## src/rtl/assert_macros.svh

```systemverilog
// assertion helpers included by the rtl top level
`ifndef ASSERT_MACROS_SVH
`define ASSERT_MACROS_SVH

// plain property, checked on every clock edge out of reset
`define MT_ASSERT(lbl, prop, msg) \
  lbl: assert property (@(posedge clk_i) disable iff (!rst_ni) (prop)) else $error(msg);

// implication: when cond holds, expr holds in the same cycle
`define MT_ASSERT_IMPL(lbl, cond, expr, msg) \
  lbl: assert property (@(posedge clk_i) disable iff (!rst_ni) (cond) |-> (expr)) \
    else $error(msg);

// next-cycle implication
`define MT_ASSERT_NEXT(lbl, cond, expr, msg) \
  lbl: assert property (@(posedge clk_i) disable iff (!rst_ni) (cond) |=> (expr)) \
    else $error(msg);

`endif

```

## src/rtl/mt_pkg.sv

```systemverilog
package mt_pkg;

  // default sizing
  localparam int unsigned CAPACITY_DEF   = 16;
  localparam int unsigned VALUE_BITS_DEF = 32;

  // field widths of the items
  localparam int unsigned CMD_W   = 2;
  localparam int unsigned IN_VAL_W = 32;
  localparam int unsigned STAT_W  = 2;
  localparam int unsigned FIELD_W = 5;
  localparam int unsigned FIELD_MAX = 31;

  // command codes, code three acts as count
  localparam logic [CMD_W-1:0] CMD_ADD    = 2'd0;
  localparam logic [CMD_W-1:0] CMD_REMOVE = 2'd1;
  localparam logic [CMD_W-1:0] CMD_COUNT  = 2'd2;

  // status codes
  localparam logic [STAT_W-1:0] STAT_OK        = 2'd0;
  localparam logic [STAT_W-1:0] STAT_NOT_FOUND = 2'd1;
  localparam logic [STAT_W-1:0] STAT_FULL      = 2'd2;

  typedef struct packed {
    logic [CMD_W-1:0]    command;
    logic [IN_VAL_W-1:0] value;
  } mt_in_t;

  typedef struct packed {
    logic [STAT_W-1:0]  status;
    logic [FIELD_W-1:0] occurrences;
    logic [FIELD_W-1:0] bag_size;
    logic               is_empty;
  } mt_out_t;

  // control part of the token that walks the cell row
  typedef struct packed {
    logic             vld;
    logic [CMD_W-1:0] cmd;
    logic             done;
  } mt_ctl_t;

endpackage

```

## src/rtl/mt_cell.sv

```systemverilog
module mt_cell
  import mt_pkg::*;
#(
  parameter int unsigned VALUE_BITS = VALUE_BITS_DEF,
  parameter int unsigned OCC_W      = 5
) (
  input  logic                  clk_i,
  input  logic                  rst_ni,
  input  mt_ctl_t               tok_i,
  input  logic [VALUE_BITS-1:0] value_i,
  input  logic [OCC_W-1:0]      occ_i,
  output mt_ctl_t               tok_o,
  output logic [VALUE_BITS-1:0] value_o,
  output logic [OCC_W-1:0]      occ_o
);

  logic                  slot_vld_q, slot_vld_d;
  logic [VALUE_BITS-1:0] slot_val_q, slot_val_d;
  mt_ctl_t               tok_q, tok_d;
  logic [VALUE_BITS-1:0] val_q;
  logic [OCC_W-1:0]      occ_q, occ_d;
  logic                  hit, take, clr, post_match;

  // slot compare and the action of this cell on the passing token
  always_comb begin
    hit        = slot_vld_q && (slot_val_q == value_i);
    take       = tok_i.vld && (tok_i.cmd == CMD_ADD) && !tok_i.done && !slot_vld_q;
    clr        = tok_i.vld && (tok_i.cmd == CMD_REMOVE) && !tok_i.done && hit;
    post_match = take || (hit && !clr);
    slot_vld_d = (slot_vld_q || take) && !clr;
    slot_val_d = take ? value_i : slot_val_q;
    tok_d      = tok_i;
    tok_d.done = tok_i.done || take || clr;
    occ_d      = occ_i + OCC_W'(post_match);
  end

  // slot valid mark and token valid
  always_ff @(posedge clk_i or negedge rst_ni) begin
    if (!rst_ni) begin
      slot_vld_q <= 1'b0;
      tok_q      <= '0;
    end else begin
      slot_vld_q <= slot_vld_d;
      tok_q      <= tok_d;
    end
  end

  // stored value and token payload
  always_ff @(posedge clk_i) begin
    slot_val_q <= slot_val_d;
    val_q      <= value_i;
    occ_q      <= occ_d;
  end

  assign tok_o   = tok_q;
  assign value_o = val_q;
  assign occ_o   = occ_q;

endmodule

```

## src/rtl/multiset_table_top.sv

```systemverilog
// Bounded multiset of values held in a row of CAPACITY cells, one slot per
// cell. A command (add, remove, count) enters the first cell and walks the
// row one cell per clock: the first free cell takes an add, the first
// matching cell clears on a remove, and each cell adds its post-command
// match to a running copy count. One item is in the row at a time: the
// next item is accepted only after the token has left the last cell, and
// the result is registered in the output register. A result waiting to be
// taken does not block the next item; a second finished result is held in a
// skid register, and the input stalls while that register is full.
module multiset_table_top
  import mt_pkg::*;
#(
  parameter int unsigned CAPACITY   = CAPACITY_DEF,
  parameter int unsigned VALUE_BITS = VALUE_BITS_DEF
) (
  input  logic    clk_i,
  input  logic    rst_ni,
  input  logic    in_valid_i,
  output logic    in_stall_o,
  input  mt_in_t  in_item_i,
  output logic    out_valid_o,
  input  logic    out_stall_i,
  output mt_out_t out_item_o
);

`include "assert_macros.svh"

  localparam int unsigned OCC_W = $clog2(CAPACITY + 1);
  localparam int unsigned SAT_W = (OCC_W > FIELD_W) ? OCC_W : FIELD_W;

  mt_ctl_t               tok_w [CAPACITY+1];
  logic [VALUE_BITS-1:0] val_w [CAPACITY+1];
  logic [OCC_W-1:0]      occ_w [CAPACITY+1];

  logic             busy_q, busy_d;
  logic [OCC_W-1:0] cnt_q, cnt_d;
  logic             out_vld_q, out_vld_d;
  mt_out_t          out_q, out_d;
  logic             hold_vld_q, hold_vld_d;
  mt_out_t          hold_q, hold_d;
  logic             accept, fin, add_done, rem_done;
  mt_out_t          res;
  logic [SAT_W-1:0] occ_ext, cnt_ext;

  assign in_stall_o = busy_q || hold_vld_q;
  assign accept     = in_valid_i && !in_stall_o;

  // token entering the first cell
  assign tok_w[0] = '{vld: accept, cmd: in_item_i.command, done: 1'b0};
  assign val_w[0] = VALUE_BITS'(in_item_i.value);
  assign occ_w[0] = '0;

  // row of cells
  for (genvar i = 0; i < CAPACITY; i++) begin : g_cell
    mt_cell #(
      .VALUE_BITS(VALUE_BITS),
      .OCC_W     (OCC_W)
    ) u_cell (
      .clk_i  (clk_i),
      .rst_ni (rst_ni),
      .tok_i  (tok_w[i]),
      .value_i(val_w[i]),
      .occ_i  (occ_w[i]),
      .tok_o  (tok_w[i+1]),
      .value_o(val_w[i+1]),
      .occ_o  (occ_w[i+1])
    );
  end

  // result from the token leaving the last cell
  always_comb begin
    fin      = tok_w[CAPACITY].vld;
    add_done = fin && (tok_w[CAPACITY].cmd == CMD_ADD) && tok_w[CAPACITY].done;
    rem_done = fin && (tok_w[CAPACITY].cmd == CMD_REMOVE) && tok_w[CAPACITY].done;
    cnt_d    = cnt_q + OCC_W'(add_done) - OCC_W'(rem_done);
    occ_ext  = SAT_W'(occ_w[CAPACITY]);
    cnt_ext  = SAT_W'(cnt_d);
    case (tok_w[CAPACITY].cmd)
      CMD_ADD:    res.status = tok_w[CAPACITY].done ? STAT_OK : STAT_FULL;
      CMD_REMOVE: res.status = tok_w[CAPACITY].done ? STAT_OK : STAT_NOT_FOUND;
      default:    res.status = (occ_w[CAPACITY] != '0) ? STAT_OK : STAT_NOT_FOUND;
    endcase
    res.occurrences = (occ_ext > SAT_W'(FIELD_MAX)) ? FIELD_W'(FIELD_MAX)
                                                    : occ_ext[FIELD_W-1:0];
    res.bag_size    = (cnt_ext > SAT_W'(FIELD_MAX)) ? FIELD_W'(FIELD_MAX)
                                                    : cnt_ext[FIELD_W-1:0];
    res.is_empty    = (cnt_d == '0);
  end

  // busy flag, output register and skid register
  always_comb begin
    busy_d     = busy_q;
    out_vld_d  = out_vld_q;
    out_d      = out_q;
    hold_vld_d = hold_vld_q;
    hold_d     = hold_q;
    if (accept) begin
      busy_d = 1'b1;
    end
    if (out_vld_q && !out_stall_i) begin
      out_vld_d = hold_vld_q;
      out_d     = hold_q;
      hold_vld_d = 1'b0;
    end
    if (fin) begin
      busy_d = 1'b0;
      if (!out_vld_q || !out_stall_i) begin
        out_vld_d = 1'b1;
        out_d     = res;
      end else begin
        hold_vld_d = 1'b1;
        hold_d     = res;
      end
    end
  end

  always_ff @(posedge clk_i or negedge rst_ni) begin
    if (!rst_ni) begin
      busy_q     <= 1'b0;
      cnt_q      <= '0;
      out_vld_q  <= 1'b0;
      hold_vld_q <= 1'b0;
    end else begin
      busy_q     <= busy_d;
      cnt_q      <= cnt_d;
      out_vld_q  <= out_vld_d;
      hold_vld_q <= hold_vld_d;
    end
  end

  always_ff @(posedge clk_i) begin
    out_q  <= out_d;
    hold_q <= hold_d;
  end

  assign out_valid_o = out_vld_q;
  assign out_item_o  = out_q;

  // checks
  `MT_ASSERT(a_cnt_range, cnt_q <= OCC_W'(CAPACITY), "element count above capacity")
  `MT_ASSERT_IMPL(a_hold_order, hold_vld_q, out_vld_q, "skid full while output empty")
  `MT_ASSERT_IMPL(a_fin_busy, fin, busy_q && !accept, "token left row while idle")
  `MT_ASSERT_NEXT(a_accept_busy, accept, busy_q, "accepted item not tracked as busy")

endmodule
```

## config.mk

```make
export PLATFORM = sky130hd
export DESIGN_NAME = multiset_table_top
export DESIGN_NICKNAME = d
export VERILOG_FILES = /design/src/rtl/mt_pkg.sv /design/src/rtl/mt_cell.sv /design/src/rtl/multiset_table_top.sv
export VERILOG_INCLUDE_DIRS = /design/src /design/src/rtl
export SDC_FILE = /design/constraint.sdc
export NUM_CORES = 1
export LEC_CHECK = 0
export ABC_AREA = 1
export BUFFER_PORTS_ARGS = -buffer_cell sky130_fd_sc_hd__buf_2
export CAP_MARGIN = 5
export CELL_PAD_IN_SITES_DETAIL_PLACEMENT = 2
export CELL_PAD_IN_SITES_GLOBAL_PLACEMENT = 2
export CORE_ASPECT_RATIO = 0.75
export CORE_MARGIN = 3
export CORE_UTILIZATION = 30
export CTS_CLUSTER_DIAMETER = 200
export DETAILED_ROUTE_END_ITERATION = 7
export GPL_TIMING_DRIVEN = 0
export PLACE_DENSITY_LB_ADDON = 0.1
export SETUP_SLACK_MARGIN = 0.15
export SKIP_CTS_REPAIR_TIMING = 1
export SYNTH_ARGS = -nofsm -noshare
export SYNTH_HDL_FRONTEND = slang
export SYNTH_HIERARCHICAL = 1
export SYNTH_SLANG_ARGS = --single-unit
```

## constraint.sdc

```tcl
create_clock -name clk_i -period 4 [get_ports clk_i]
set_input_delay 0.2 -clock clk_i [delete_from_list [all_inputs] [get_ports clk_i]]
set_output_delay 0.2 -clock clk_i [all_outputs]
set_load 0.02 [all_outputs]
```

== Yosys cells after proc, flatten, opt, wreduce, memory -nomap -nowiden ==
Cells that the tools add are included.
Storage, ports and cells
  register bits after elaboration: 1182
  output and inout bits: 15
Cells by class
  muxes and demuxes: 17
  $add $sub $neg: 17
  reductions and logical operators: 284
  $lt $le $gt $ge: 2
  bitwise operators: 1
  equal/unequal tests: 33
Operators with widths (number)
  $eq A32 B32 Y1: 16
  $logic_and A1 B1 Y1: 148
  $add A5 B1 Y5: 15
  $logic_or A1 B1 Y1: 65
  $logic_not A1 Y1: 50
  $mux W13: 3
  $eq A2 B1 Y1 const B: 17
  $logic_not A2 Y1: 17
  $gt A5 B5 Y1 const B: 2
  $mux W1: 10
  $mux W5: 2
  $logic_not A5 Y1: 1
  $reduce_bool A5 Y1: 1
  $sub A5 B1 Y5: 1
  $pmux W2 S2: 1
  $add A1 B1 Y2: 1
  $mux W2: 1
  $reduce_and A2 Y1: 1
  $reduce_bool A2 Y1: 1
  $not A1 Y1: 1

== Depth between registers and ports, before layout ==
Gate-level depths: netlist of the first run.
  depth in word-level cells: 9
  depth in mapped cells: 15
  gate-level depth less buffers: 15

== By module ==
The synthesis of the first run kept the hierarchy.
By module, submodules not included
  mt_cell: cells each 232, times used 16, seq. area each 1826.8 um2, area each 2539.9 um2
  multiset_table_top: cells each 171, times used 1, seq. area each 850.8 um2, area each 1574.0 um2

== Least setup slack after synthesis of the first run ==
Ideal clock, no wire load.
  path type: reg-to-reg
  start point: reg g_cell[9].u_cell.tok_q, in the netlist g_cell[9].u_cell/tok_o[0]
  end point: reg g_cell[10].u_cell.occ_q[4]
  data required time: 3.882 ns
  stages on the path, launching flop included: 12
  setup slack: 1.081 ns
  path buffers: 0
  arrival time: 2.801 ns
  cell sequence: dfrtp_1 -> nor2_1 -> nand2_1 -> nor2_1 -> inv_1 -> nor2_1 -> inv_1 -> nand2_1 -> ha_1 -> ha_1 -> nand3_1 -> xnor2_1
Between the ends
  elaborated cells between the ends (all ways): 9
  those cells by class: 1 x add/sub; 8 x reduce/logical
RTL lines
  start, declared: line mt_cell.sv:19  | mt_ctl_t tok_q, tok_d;
  start signal, assigned: line mt_cell.sv:44  | tok_q <= tok_d;
  $logic_not A1 Y1: line mt_cell.sv:27  | take = tok_i.vld && (tok_i.cmd == CMD_ADD) && !tok_i.done && !slot_vld_q;
  $logic_and A1 B1 Y1 (2 in series): line mt_cell.sv:27
  named net g_cell[10].u_cell.take: line mt_cell.sv:22  | logic hit, take, clr, post_match;
  $logic_or A1 B1 Y1: line mt_cell.sv:29  | post_match = take || (hit && !clr);
  $add A5 B1 Y5: line mt_cell.sv:34  | occ_d = occ_i + OCC_W'(post_match);
  named net g_cell[10].u_cell.occ_d[4]: line mt_cell.sv:21  | logic [OCC_W-1:0] occ_q, occ_d;
  end signal, assigned: line mt_cell.sv:52  | occ_q <= occ_d;
  end, declared: line mt_cell.sv:21
The timed path passes the listed nets, and every way through them passes these cells.
A chain may end at the register's enable or synchronous reset.

==> results of run 1 <==
## layout by cell type (no fill, tap or decap), types with 16 or more instances in the layout
| cell | instances |
|---|---|
| nand2_1 | 1006 |
| buf_2 | 51 |
| nor2_4 | 16 |
| o22ai_1 | 48 |
| inv_2 | 81 |
| inv_1 | 652 |
| ha_1 | 37 |
| nand3_2 | 32 |
| xor2_1 | 48 |
| edfxtp_1 | 525 |
| clkbuf_1 | 43 |
| nor2_1 | 346 |
| o21ai_1 | 32 |
| nor2_2 | 49 |
| xnor2_1 | 146 |
| dlygate4sd3_1 | 38 |
| clkbuf_16 | 130 |
| nand3b_1 | 17 |
| buf_12 | 17 |
| dfrtp_1 | 88 |
| nand4_1 | 19 |
| clkbuf_8 | 29 |
| nand3_1 | 95 |
| dfxtp_1 | 573 |
## sequential cells by signal, summed over array words and instances (netlist names), named ones only
signal	count
out_valid_o	1
g_cell.u_cell/value_o	480
g_cell.u_cell/slot_vld_q	16
hold_q	13
g_cell.u_cell/slot_val_q	512
g_cell.u_cell/occ_o	80
cnt_q	5
busy_q	1
g_cell.u_cell/tok_o	64
out_item_o	13
## cell type report
class | count | area (µm²) | area share
Antenna cell | 1 | 2.50 | 0.0000508
Tap cell | 1844 | 2310 | 0.0469
Clock buffer | 195 | 3780 | 0.0767
Multi-Input combinational cell | 1932 | 9470 | 0.192
Inverter | 733 | 2750 | 0.0559
Sequential cell | 1186 | 29400 | 0.598
Timing Repair Buffer | 109 | 1030 | 0.0208
Buffer | 10 | 75.1 | 0.00152
Clock inverter | 34 | 398 | 0.00808
## power breakdown
part           switching [mW]  internal, mW  total (mW)
clock                    4.72          6.91        11.6
combinational           0.298         0.243       0.541
sequential              0.306          13.0        13.3
## through the flow
stage,power [mW],utilization,instance area (µm²),setup TNS [ps]
5_1_grt,26.7,0.361,49200,0
3_3_place_gp,14.1,0.323,44200,-480
6_report,25.5,0.361,49200,0
3_5_place_dp,14.1,0.327,44700,0
2_1_floorplan,13.8,-,41600,0
4_1_cts,26.0,0.358,48800,0
## path summary, 6_finish.rpt
kind | slack [ps] | cells past startpoint | startpoint | endpoint
min in group asynchronous | 560 | 4 | rst_ni | cnt_q[0]
worst min-delay path | 130 | 2 | in_item_i[33] | g_cell[0].u_cell/tok_o[2]
worst max register to register | 1110 | 12 | g_cell[15].u_cell/tok_o[3] | hold_q[0]
worst max-delay path | 1110 | 12 | g_cell[15].u_cell/tok_o[3] | hold_q[0]
worst min register to register | 350 | 0 | g_cell[12].u_cell/value_o[19] | g_cell[13].u_cell/value_o[19]
max in group asynchronous | 3090 | 4 | rst_ni | g_cell[2].u_cell/slot_vld_q
## layer usage
layer | vias to the layer above | share of wire | global-route usage
met1 | 11900 | 0.45 | 0.143
met4 | 0 | 0.025 | 0.0344
li1 | 12400 | - | -
met5 | - | 0 | 0
met2 | 178 | 0.50 | 0.207
met3 | 140 | 0.030 | 0.0253
==> flow_summary.toml, run 1 <==
[outcome]
status = "finished, final reports clean"

[setup_path]
worstSetupStartpointType = "register"
worstPathMaxFanout = 5
critPathTopFamily = "simple AND/OR/NAND/NOR gates"
max_stage_delay_ps = 580
cpMostUsedCell = "inv_1"
worst-path-buf-inv = 3
cp.arrival_ps = 3380
worstSetupPathType = "reg2reg"
cp.required_ps = 4480
cp-end-kind = "register"
crit_chain = "nand2_1 > or3_1 > ha_1 > inv_1 > ha_1 > inv_1 > fa_1 > nand3b_1 > nand3_1 > nand2_1 > inv_1 > nor2_1"
cp_slowest_cell = "dfrtp_1"

[routing]
vias = 24600
drc = 0
wirelength_mm = 82.5
avgRoutedWirePerCell_um = 13.6
drt_iter0_drc = 931
ant_nets = 0
detail_route.vias_per_cell = 4.07
dr.pass1.iters = 4

[global_route]
grt_max_degree = 62
grt_remaining_overflow = 0
first_global_vias = 26600
groute.usage.overall = 0.117
grt_pass1_wl_mm = 136
antenna_found_initial = 0

[timing]
tightest_slew_ps = 563
timing.fmax_mhz = 345
rsz0062_at_grt = "false"
holdWs_ps = 127
slew_violations = 0
finalHoldViolations = 0
period_needed_ps = 2890
fin_crit_sh = 0.724
layout_setup_ws_ps = 1110
setup_viol = 0
clock_skew_ps = 29.9
relSlewSlack = 0.624

[die]
dieArea_um2 = 143000
rows = 117
design.core.area_um2 = 137000
initial_core_util = 0.304
dieWidth_um = 436
io-pin-count = 53
die_h_um = 328

[run]
drv_cap = 0

[cts]
clk_latency_ps = 730
cts_tree = "yes"
max-clock-path-buffers = 3
cts_made_buffers = 121
clock_sinks = 1186
cts_max_level = 3
path_clk_slew_ps = 60
ctsRootBufferMaster = "clkbuf_16"

[logic_synthesis]
syn_area_um2 = 41600
synth_cells = 3851
avgSynthCellArea_um2 = 10.8
yosysWarnings = 6

[power_and_ir_drop]
p_per_area_nw_per_um2 = 517
power_leakage_nw = 21.7
ir_drop_mv = 0.323

[hold_path]
hp-class = "in2reg"

[layout]
fillCellCount = 14400
nets = 4169
drive_gt1_frac = 0.107
final_cells = 6044
syn2layout_area_growth_pct = 18.4

[place]
portBuffers = 52
dp.cells = 5774
hpwlAfterDp_mm = 59.8
pre_cts_ws_ps = 1090
gp_congestion = 0.680
Note: power is estimated with default switching activity, not from simulation.
==> run 2: changes to the inputs <==
==> constraint.sdc (replaced) <==
create_clock -name clk_i -period 2.42 [get_ports clk_i]
set_input_delay 0.121 -clock clk_i [delete_from_list [all_inputs] [get_ports clk_i]]
set_output_delay 0.121 -clock clk_i [all_outputs]
set_load 0.02 [all_outputs]
==> flow_summary.toml, run 2 (synthesis gave the netlist of run 1 again) <==
[timing]
rsz0062_at_grt = "true"
clock_skew_ps = 26.5
tightest_slew_ps = 1230
layout_setup_ws_ps = 35.2
slew_violations = 0
fin_crit_sh = 0.985
period_needed_ps = 2380
timing.fmax_mhz = 419
setup_viol = 0
holdWs_ps = 85.6
finalHoldViolations = 0
relSlewSlack = 0.176

[cts]
cts_max_level = 3
path_clk_slew_ps = 60
ctsRootBufferMaster = "clkbuf_16"
cts_made_buffers = 121
cts_tree = "yes"
clock_sinks = 1186
max-clock-path-buffers = 3
clk_latency_ps = 720

[layout]
final_cell_mix = "983 x nand2_1, 648 x inv_1, 538 x dfxtp_1"
syn2layout_area_growth_pct = 19.1
nets = 4195
register_area_um2 = 29500
drive_gt1_frac = 0.141
fillCellCount = 14400
largest_register_ffs = 512
post-route-util = 0.362
regMostFlops = "g_cell.u_cell/slot_val_q"
multi_input_area_um2 = 9910
final_common_cell = "nand2_1"
final_cells = 6070

[setup_path]
crit_end = "hold_q[0]"
worstSetupStartpointType = "register"
cp_slowest_cell = "dfrtp_1"
r2r-start = "g_cell[15].u_cell/tok_o[0]"
crit_chain = "nand2_2 > or3_4 > ha_4 > inv_4 > ha_4 > inv_2 > fa_2 > buf_4 > xnor2_4 > nor2_2 > nand2_1 > nor2_2"
max_stage_delay_ps = 410
r2r_cells = 12
worstPathMaxFanout = 3
setup.worst_path.start = "g_cell[15].u_cell/tok_o[0]"
worstSetupPathType = "reg2reg"
timing.rr.end = "hold_q[0]"
cp-end-kind = "register"
cp.arrival_ps = 2860
cp.required_ps = 2890
reg2reg_setup_slack_ps = 40

[hold_path]
hold_depth = 2
hp-class = "in2reg"

[power_and_ir_drop]
p_total_mw = 41.6
ir_drop_mv = 0.571
p_per_area_nw_per_um2 = 841
power_leakage_nw = 21.6

[die]
die_h_um = 328
design.core.area_um2 = 137000
dieWidth_um = 436
dieArea_um2 = 143000
rows = 117
io-pin-count = 53
initial_core_util = 0.304

[routing]
drc = 0
drt_iter0_drc = 949
wirelength_mm = 88.4
ant_nets = 0
detail_route.vias_per_cell = 4.10
vias = 24900
avgRoutedWirePerCell_um = 14.6
dr.pass1.iters = 4

[place]
portBuffers = 52
dp.cells = 5760
gp_congestion = 0.687
pre_cts_ws_ps = -369
hpwlAfterDp_mm = 60.2

[global_route]
grt_max_degree = 55
grt_pass1_wl_mm = 138
grt_remaining_overflow = 0
first_global_vias = 26700
antenna_found_initial = 0
groute.usage.overall = 0.119

[run]
drv_cap = 0

[outcome]
status = "finished, final reports clean"
run 2: cell count changes in the layout (fill, tap and decap cells not counted), sizes merged:
cell      delta
bufinv       +1
clkinv      +24
buf         +12
clkbuf      -18
inv          -5
nor2        +14
clkinvlp     -2
run 2: layout make-up:
cell class / instances / area share
clock buffers: 177 / 0.0716
plain buffers: 10 / 0.00152
well taps: 1844 / 0.0466
repair buffers: 121 / 0.0189
clock inverters: 52 / 0.00950
diodes: 1 / 0.0000506
multi-input cells: 1946 / 0.200
inverters: 733 / 0.0556
flip-flops and latches: 1186 / 0.596
run 2: worst max-delay path: cells and delay by family (launching register included):
kind | cells | cell delay [ps]
buffers and inverters | 3 | 260
DFF | 1 | 410
and+or+nand+nor | 5 | 610
xor gates and xnor gates | 1 | 180
adders and majority gates | 3 | 710
run 2: per-layer routing:
metal  GRT usage  vias to the layer above  share of wire
li1            -                    12500              -
met1       0.145                    12100           0.43
met2       0.211                      186           0.51
met3      0.0255                      145          0.028
met4      0.0342                        0          0.025
met5           0                        -              0
run 2: report_power, final:
part           total (mW)  switching, mW  internal [mW]
clock                18.7           7.75           11.0
sequential           22.0          0.513           21.5
combinational       0.916          0.510          0.406
total                41.6           8.78           32.8
run 2: per-stage QoR:
step	instance area (µm²)	TNS [ps]
finish	49500	0
CTS	48400	-4100
global route	49500	-223
global placement	44300	-28090
detailed placement	44400	-3550
floorplan	41700	0
run 2: worst min path at each step:
stage / startpoint / to / slack [ps]
detailed placement: rst_ni / cnt_q[2] / 130
CTS: rst_ni / cnt_q[2] / -700
global placement: in_item_i[33] / g_cell[0].u_cell/tok_o[2] / 250
global route: in_item_i[33] / g_cell[0].u_cell/tok_o[2] / 30
finish: in_item_i[11] / g_cell[0].u_cell/value_o[11] / 90
floorplan: rst_ni / asynchronous set/reset pin / -170
